[config.mk]
export PLATFORM = sky130hd
export DESIGN_NAME = websocket_frame_decoder
export DESIGN_NICKNAME = d
export VERILOG_FILES = /design/src/hw/rtl/wsfd_pkg.sv /design/src/hw/rtl/wsfd_parser.sv /design/src/hw/rtl/websocket_frame_decoder.sv
export SDC_FILE = /design/constraint.sdc
export NUM_CORES = 1
export LEC_CHECK = 0
export BUFFER_PORTS_ARGS = -buffer_cell sky130_fd_sc_hd__buf_4
export CAP_MARGIN = 20
export CORE_ASPECT_RATIO = 1.75
export CORE_MARGIN = 5
export CORE_UTILIZATION = 55
export CTS_CLUSTER_SIZE = 10
export DETAILED_ROUTE_END_ITERATION = 6
export PLACE_DENSITY = 0.74
export SYNTH_ARGS = -nofsm -noshare
export SYNTH_HDL_FRONTEND = slang
export SYNTH_SLANG_ARGS = --single-unit
[constraint.sdc]
create_clock -name clk -period 10.6 [get_ports clk]
set_clock_uncertainty 0.1 [all_clocks]
set_input_delay 1.06 -clock clk [delete_from_list [all_inputs] [get_ports clk]]
set_output_delay 1.06 -clock clk [all_outputs]
set_load 0.01 [all_outputs]
[src/hw/rtl/wsfd_pkg.sv]
// Shared types and constants for the WebSocket frame decoder.
// No dependencies; imported by wsfd_parser and websocket_frame_decoder.
`default_nettype none

package wsfd_pkg;

    localparam int unsigned BYTE_W  = 8;
    localparam int unsigned KIND_W  = 4;
    localparam int unsigned LEN_W   = 32;
    localparam int unsigned CNT_W   = 4;

    // Header byte fields
    localparam int unsigned MASK_BIT_POS = 7;
    localparam logic [6:0] LEN_CODE_16  = 7'd126;
    localparam logic [6:0] LEN_CODE_64  = 7'd127;

    // Field lengths in bytes
    localparam logic [CNT_W-1:0] EXT16_BYTES = 4'd2;
    localparam logic [CNT_W-1:0] EXT64_BYTES = 4'd8;
    localparam logic [CNT_W-1:0] KEY_BYTES   = 4'd4;

    localparam logic [LEN_W-1:0] MAX_LEN_RESET = 32'd1048576;

    typedef struct packed {
        logic [BYTE_W-1:0] data;
        logic [KIND_W-1:0] kind;
        logic              last;
        logic              empty;
        logic              fatal;
    } wsfd_result_t;

endpackage

`default_nettype wire

[src/hw/rtl/wsfd_parser.sv]
// Frame header parser and payload unmasker: one byte per step.
// Depends on wsfd_pkg for field widths, header constants and the result type.
`default_nettype none

module wsfd_parser
    import wsfd_pkg::*;
(
    input  wire logic                clk,
    input  wire logic                rst_n,
    input  wire logic                step,
    input  wire logic [BYTE_W-1:0]   byte_val,
    input  wire logic [LEN_W-1:0]    max_len,
    output logic                     res_valid,
    output wsfd_result_t             res
);

    typedef enum logic [2:0] {
        PH_HDR0,
        PH_HDR1,
        PH_EXTLEN,
        PH_MASK,
        PH_PAYLOAD,
        PH_HALT
    } phase_t;

    phase_t             phase_reg,  phase_next;
    logic [KIND_W-1:0]  opcode_reg, opcode_next;
    logic               mask_reg,   mask_next;
    logic [LEN_W-1:0]   len_reg,    len_next;
    logic               hi_nz_reg,  hi_nz_next;
    logic [CNT_W-1:0]   cnt_reg,    cnt_next;
    logic [31:0]        key_reg,    key_next;
    logic [1:0]         idx_reg,    idx_next;

    logic [LEN_W-1:0]   cand_len;
    logic               cand_hi;
    logic               too_long;
    logic [BYTE_W-1:0]  key_byte;

    // Length as it stands once this byte is folded in; high bits beyond 32 kept sticky.
    always_comb
    begin
        if (phase_reg == PH_HDR1)
        begin
            cand_len = {{(LEN_W-7){1'b0}}, byte_val[6:0]};
            cand_hi  = 1'b0;
        end
        else
        begin
            cand_len = {len_reg[LEN_W-BYTE_W-1:0], byte_val};
            cand_hi  = hi_nz_reg | (len_reg[LEN_W-1:LEN_W-BYTE_W] != '0);
        end
        too_long = cand_hi || (cand_len > max_len);
    end

    always_comb
    begin
        unique case (idx_reg)
            2'd0: key_byte = key_reg[31:24];
            2'd1: key_byte = key_reg[23:16];
            2'd2: key_byte = key_reg[15:8];
            2'd3: key_byte = key_reg[7:0];
        endcase
    end

    always_comb
    begin
        phase_next  = phase_reg;
        opcode_next = opcode_reg;
        mask_next   = mask_reg;
        len_next    = len_reg;
        hi_nz_next  = hi_nz_reg;
        cnt_next    = cnt_reg;
        key_next    = key_reg;
        idx_next    = idx_reg;
        res_valid   = 1'b0;
        res.data    = '0;
        res.kind    = opcode_reg;
        res.last    = 1'b0;
        res.empty   = 1'b0;
        res.fatal   = 1'b0;

        if (step)
        begin
            unique case (phase_reg)
                PH_HDR0:
                begin
                    opcode_next = byte_val[KIND_W-1:0];
                    phase_next  = PH_HDR1;
                end
                PH_HDR1:
                begin
                    mask_next  = byte_val[MASK_BIT_POS];
                    hi_nz_next = 1'b0;
                    len_next   = '0;
                    if (byte_val[6:0] == LEN_CODE_16)
                    begin
                        cnt_next   = EXT16_BYTES;
                        phase_next = PH_EXTLEN;
                    end
                    else if (byte_val[6:0] == LEN_CODE_64)
                    begin
                        cnt_next   = EXT64_BYTES;
                        phase_next = PH_EXTLEN;
                    end
                    else if (too_long || !byte_val[MASK_BIT_POS])
                    begin
                        res_valid  = 1'b1;
                        res.last   = 1'b1;
                        res.fatal  = 1'b1;
                        phase_next = PH_HALT;
                    end
                    else
                    begin
                        len_next   = cand_len;
                        key_next   = '0;
                        cnt_next   = KEY_BYTES;
                        phase_next = PH_MASK;
                    end
                end
                PH_EXTLEN:
                begin
                    len_next   = cand_len;
                    hi_nz_next = cand_hi;
                    cnt_next   = cnt_reg - 4'd1;
                    if (cnt_reg == 4'd1)
                    begin
                        if (too_long || !mask_reg)
                        begin
                            res_valid  = 1'b1;
                            res.last   = 1'b1;
                            res.fatal  = 1'b1;
                            phase_next = PH_HALT;
                        end
                        else
                        begin
                            key_next   = '0;
                            cnt_next   = KEY_BYTES;
                            phase_next = PH_MASK;
                        end
                    end
                end
                PH_MASK:
                begin
                    key_next = {key_reg[23:0], byte_val};
                    cnt_next = cnt_reg - 4'd1;
                    if (cnt_reg == 4'd1)
                    begin
                        if (len_reg == '0)
                        begin
                            res_valid  = 1'b1;
                            res.last   = 1'b1;
                            res.empty  = 1'b1;
                            phase_next = PH_HDR0;
                        end
                        else
                        begin
                            idx_next   = 2'd0;
                            phase_next = PH_PAYLOAD;
                        end
                    end
                end
                PH_PAYLOAD:
                begin
                    res_valid = 1'b1;
                    res.data  = byte_val ^ key_byte;
                    len_next  = len_reg - LEN_W'(1);
                    idx_next  = idx_reg + 2'd1;
                    if (len_reg == {{(LEN_W-1){1'b0}}, 1'b1})
                    begin
                        res.last   = 1'b1;
                        phase_next = PH_HDR0;
                    end
                end
                PH_HALT:
                begin
                    // drop everything until reset
                    phase_next = PH_HALT;
                end
                default:
                begin
                    phase_next = PH_HALT;
                end
            endcase
        end
    end

    always_ff @(posedge clk or negedge rst_n)
    begin
        if (!rst_n)
        begin
            phase_reg  <= PH_HDR0;
            opcode_reg <= '0;
            mask_reg   <= 1'b0;
            len_reg    <= '0;
            hi_nz_reg  <= 1'b0;
            cnt_reg    <= '0;
            key_reg    <= '0;
            idx_reg    <= '0;
        end
        else
        begin
            phase_reg  <= phase_next;
            opcode_reg <= opcode_next;
            mask_reg   <= mask_next;
            len_reg    <= len_next;
            hi_nz_reg  <= hi_nz_next;
            cnt_reg    <= cnt_next;
            key_reg    <= key_next;
            idx_reg    <= idx_next;
        end
    end

endmodule

`default_nettype wire

[src/hw/rtl/websocket_frame_decoder.sv]
// WebSocket receive-side frame decoder: top level with input and result registers.
// Depends on wsfd_pkg and wsfd_parser.
//
// Usage:
//   Input channel (in_valid / in_stall / byte_in) carries the received byte stream,
//   one byte per transfer. Output channel (out_valid / out_stall and the result
//   fields) carries at most one result per input byte: an unmasked payload byte,
//   an empty-frame marker, or a fatal error marker. Header and mask key bytes
//   produce no result unless they end an empty frame or a frame that fails a check.
//   Configuration channel (cfg_valid / cfg_ready / cfg_data) writes max_frame_len;
//   cfg_ready is always high. Write it only while the block is idle.
// Pipeline and throughput:
//   A transferred byte waits in the input register, passes the parse stage and its result
//   is captured in the result register. One byte per cycle sustained while no result is
//   stalled; the rate is set by the single parse stage between the two registers.
// Reset:
//   rst_n clears the parser to await the first header byte and sets
//   max_frame_len to 1048576. After a fatal error every byte is dropped until reset.
// Stall:
//   While out_stall holds a waiting result, the parse stage holds, the input
//   register fills once and in_stall then rises; no byte or result is lost.
`default_nettype none

module websocket_frame_decoder
    import wsfd_pkg::*;
(
    input  wire logic               clk,
    input  wire logic               rst_n,

    input  wire logic               in_valid,
    output logic                    in_stall,
    input  wire logic [BYTE_W-1:0]  byte_in,

    output logic                    out_valid,
    input  wire logic               out_stall,
    output logic [BYTE_W-1:0]       payload_byte,
    output logic [KIND_W-1:0]       frame_kind,
    output logic                    last_of_frame,
    output logic                    empty_frame,
    output logic                    fatal_error,

    input  wire logic               cfg_valid,
    output logic                    cfg_ready,
    input  wire logic [LEN_W-1:0]   cfg_data
);

    logic               s1_valid_reg;
    logic [BYTE_W-1:0]  s1_byte_reg;
    logic               out_valid_reg;
    wsfd_result_t       out_res_reg;
    logic [LEN_W-1:0]   max_len_reg;

    logic               advance;
    logic               step;
    logic               res_valid;
    wsfd_result_t       res;

    // The parse stage may advance whenever the result register is free or being drained.
    assign advance  = !out_valid_reg || !out_stall;
    assign step     = s1_valid_reg && advance;
    assign in_stall = s1_valid_reg && !advance;
    assign cfg_ready = 1'b1;

    wsfd_parser u_parser (
        .clk       (clk),
        .rst_n     (rst_n),
        .step      (step),
        .byte_val  (s1_byte_reg),
        .max_len   (max_len_reg),
        .res_valid (res_valid),
        .res       (res)
    );

    // Input register: load on every transfer, empty once the byte is parsed.
    always_ff @(posedge clk or negedge rst_n)
    begin
        if (!rst_n)
        begin
            s1_valid_reg <= 1'b0;
        end
        else if (!in_stall)
        begin
            s1_valid_reg <= in_valid;
        end
    end

    always_ff @(posedge clk)
    begin
        if (!in_stall && in_valid)
        begin
            s1_byte_reg <= byte_in;
        end
    end

    // Result register: hold while stalled, otherwise take whatever the parser produced.
    always_ff @(posedge clk or negedge rst_n)
    begin
        if (!rst_n)
        begin
            out_valid_reg <= 1'b0;
        end
        else if (advance)
        begin
            out_valid_reg <= step && res_valid;
        end
    end

    always_ff @(posedge clk)
    begin
        if (advance && step && res_valid)
        begin
            out_res_reg <= res;
        end
    end

    // Configuration register
    always_ff @(posedge clk or negedge rst_n)
    begin
        if (!rst_n)
        begin
            max_len_reg <= MAX_LEN_RESET;
        end
        else if (cfg_valid && cfg_ready)
        begin
            max_len_reg <= cfg_data;
        end
    end

    assign out_valid     = out_valid_reg;
    assign payload_byte  = out_res_reg.data;
    assign frame_kind    = out_res_reg.kind;
    assign last_of_frame = out_res_reg.last;
    assign empty_frame   = out_res_reg.empty;
    assign fatal_error   = out_res_reg.fatal;

endmodule

`default_nettype wire

==> qor.txt <==
Status: complete, no violations
Register share of total power: 0.388
Setup bufs post-CTS: 0
Worst Hold Class: flop to flop
Pwr dens: 221 mW/mm^2
Post-CTS Resized: 0
Synth cell count leaders: dfrtp_1 (112), nand2_1 (112), o21ai_0 (101), inv_1 (80), nor2_1 (53)
Setup TNS Final: 0 ns
WP data required: 10.54 ns
Overall power: 1.95 mW
Nets: 972
Diodes inserted: 0
Period Utilization, post-route: 0.471
Area grow syn2layout: 14.9%
DR vias/cell: 6.11
Crit path launch type: flop
F_max: 200 MHz
GRT overflow: 0
DR pass1 iterations: 6
Period minus WS final: 4.99 ns
Min-Delay Endpoint: frame_kind[2]
Core Util, Final: 0.638
Logic pwr share: 0.306
Worst path top cell family by delay: compound AO/OA/AOI/OAI gates
Async SR Flop Fraction: 0.831
Boundary Pins: 63
Worst setup path start: u_parser.phase_reg[0]
Crit path DAT: 4.93 ns
H-tree Lvls: 4
Worst-path clk slew: 0.07 ns
CP Max Fanout: 25
Worst stage delay on the critical path: 0.83 ns
Most used DFF post-synth: dfrtp_1
Min-delay src: u_parser.opcode_reg[2]
Syn avg cell area: 9.06 sq um
Syn_nets: 930
Crit path buffers/inverters: 0
Clk_lat worst skew: 0.43 ns
Chip width: 99.3 um
Port-buffer cells: 61
Synth warnings: 0
Dpl hpwl: 14.9 mm
Sw Ratio: 0.385
Die H: 166 um
Syn Std Cell Area: 0.00768 sq mm
Fraction of layout cells with a size suffix above 1: 0.131
Largest net degree at the start of global routing: 73
RSZ-0062 raised after global routing: false
Largest cells by area after synthesis: dfrtp_1 (37%), edfxtp_1 (9.0%), o21ai_0 (6.6%)
Routed vias: 6596
Cells along the critical path: or3b_1 > and2_1 > ha_1 > nand4_1 > nor3_1 > nand3_1 > a211o_1 > o211a_4 > o21ai_1 > a21oi_1 > a31oi_2
Vias in the first global route: 6999
Per-cell routed wire length: 19.1 um
CTS Buf Count: 17
Routed Antenna Nets: 0
Hold Path Stages: 0
FP Rows: 57
Area share of the largest cell type after synthesis: 0.365
Synth Register Bits: 136
Top cell type by total area after synthesis: dfrtp_1
Die area: 0.0165 sq mm
CTS max path bufs: 2
Remaining DRCs: 0
Path depth of the worst reg2reg path: 11
First-pass GRT wire length: 33.9 mm
Number of antenna violations at the first check in global routing: 0
GRT Overall Usage: 0.256
Core ar.: 0.0138 sq mm
GPL Wtd Cong: 0.929
Critical-path top delay cell: a31oi_2
Max Slew Vio Count: 0
Slew headroom: 0.349
Maximum VDD drop: 0.117 mV
Max-cap violation count: 0
Leak pwr: 3.81 nW
Cts-stage hold buffer count: 0
Worst r2r dst: payload_byte[1]
Initial Utilization: 0.555
CTS tree: built
CP Capture Type: flop
NetSw: 752 uW
Clock Tree Root: clkbuf_16
Critical setup path kind: flop to flop
CTS Sinks: 136
Final setup fails: 0
Synthesized instance count: 847
Worst-Margin Slew: 0.973 ns
Initial drt markers: 529
Routed WL: 20.6 mm
Reg2Reg Setup Slack: 5.61 ns
Post-synth EDFFs: 23
Final Hold Vio Count: 0
P_int: 1.20 mW
Reg-to-Reg Start: u_parser.phase_reg[0]
Clk pwr share: 0.305
Yosys cell types: 69
Sequential-to-total area share from yosys stat: 0.459
Layout fillers: 1186
-- how the worst max path moves through the flow --
stage          depth (start not counted)  slack (ns)              end
2_1_floorplan                         13        6.02      empty_frame
3_3_place_gp                          11        5.88  payload_byte[4]
3_5_place_dp                          11        5.68  payload_byte[3]
4_1_cts                               11        5.67  payload_byte[1]
5_1_grt                               11        5.35  payload_byte[4]
6_report                              11        5.61  payload_byte[1]
-- stage by stage --
step	cells	hold slack (ns)	setup slack (ns)	area, sq um
finish	1079	0.356	5.61	8820
global route	1079	0.369	5.35	8820
CTS	1079	0.356	5.67	8820
detailed placement	1047	0.341	5.68	8220
global placement	1047	0.345	5.88	8220
floorplan	847	0.321	6.02	7680
-- area by class of cell --
type                    instances  area (sq um)  area share
multi-input cells             586          3670       0.416
flip-flops and latches        136          3520       0.399
repair buffers                 68           510      0.0579
clock buffers                  18           439      0.0498
inverters                      80           300      0.0340
well taps                     177           221      0.0251
clock inverters                14           158      0.0179
-- power by group through the flow --
stage / Clock [mW] / Sequential [mW] / Combinational [mW]
4_1_cts: 0.602 / 0.754 / 0.594
3_3_place_gp: 0 / 0.757 / 0.561
3_5_place_dp: 0 / 0.763 / 0.587
5_1_grt: 0.625 / 0.772 / 0.668
6_report: 0.596 / 0.758 / 0.598
2_1_floorplan: 0 / 0.714 / 0.443
-- layer usage --
metal | share of wire | track usage
met5 | 0 | 0
met4 | 0.056 | 0.145
met3 | 0.043 | 0.0462
met2 | 0.55 | 0.467
met1 | 0.35 | 0.270
-- cell usage in the layout (no fill, tap or decap), types with 4 or more instances in the layout --
cell type	Yosys	routed
ha_1	38	38
nand2_1	112	112
clkbuf_16	0	17
xnor2_1	9	9
a31oi_1	6	5
edfxtp_1	23	23
nor3_1	26	26
a21o_1	4	4
a222oi_1	8	8
inv_6	0	4
mux2_2	8	8
a21oi_1	46	46
nand3_1	9	9
or3_1	7	7
inv_1	80	80
dfrtp_1	112	112
a211oi_1	4	4
a22oi_1	13	13
mux2i_1	32	32
nand4_1	4	4
o211ai_1	8	8
o22ai_1	4	4
a32oi_1	5	5
nand2b_1	5	5
nor4_1	11	11
clkinv_4	0	4
o21ai_0	101	101
and2_1	22	22
nor2_1	53	52
buf_4	1	68
-- logic make-up (layout without fill, tap and decap cells) --
logic type | count (synthesis) | after routing | synth area share
AO/OA/AOI/OAI | 230 | 230 | 0.188
XOR/XNOR | 9 | 9 | 0.0103
adder cells (fa/ha/maj) | 39 | 39 | 0.0632
buffers and inverters | 125 | 180 | 0.0647
flip-flops | 136 | 136 | 0.459
multiplexers | 40 | 40 | 0.0535
other | 1 | 1 | 0.000489
AND/OR/NAND/NOR | 267 | 267 | 0.162
(Power assumes the default switching activity.)
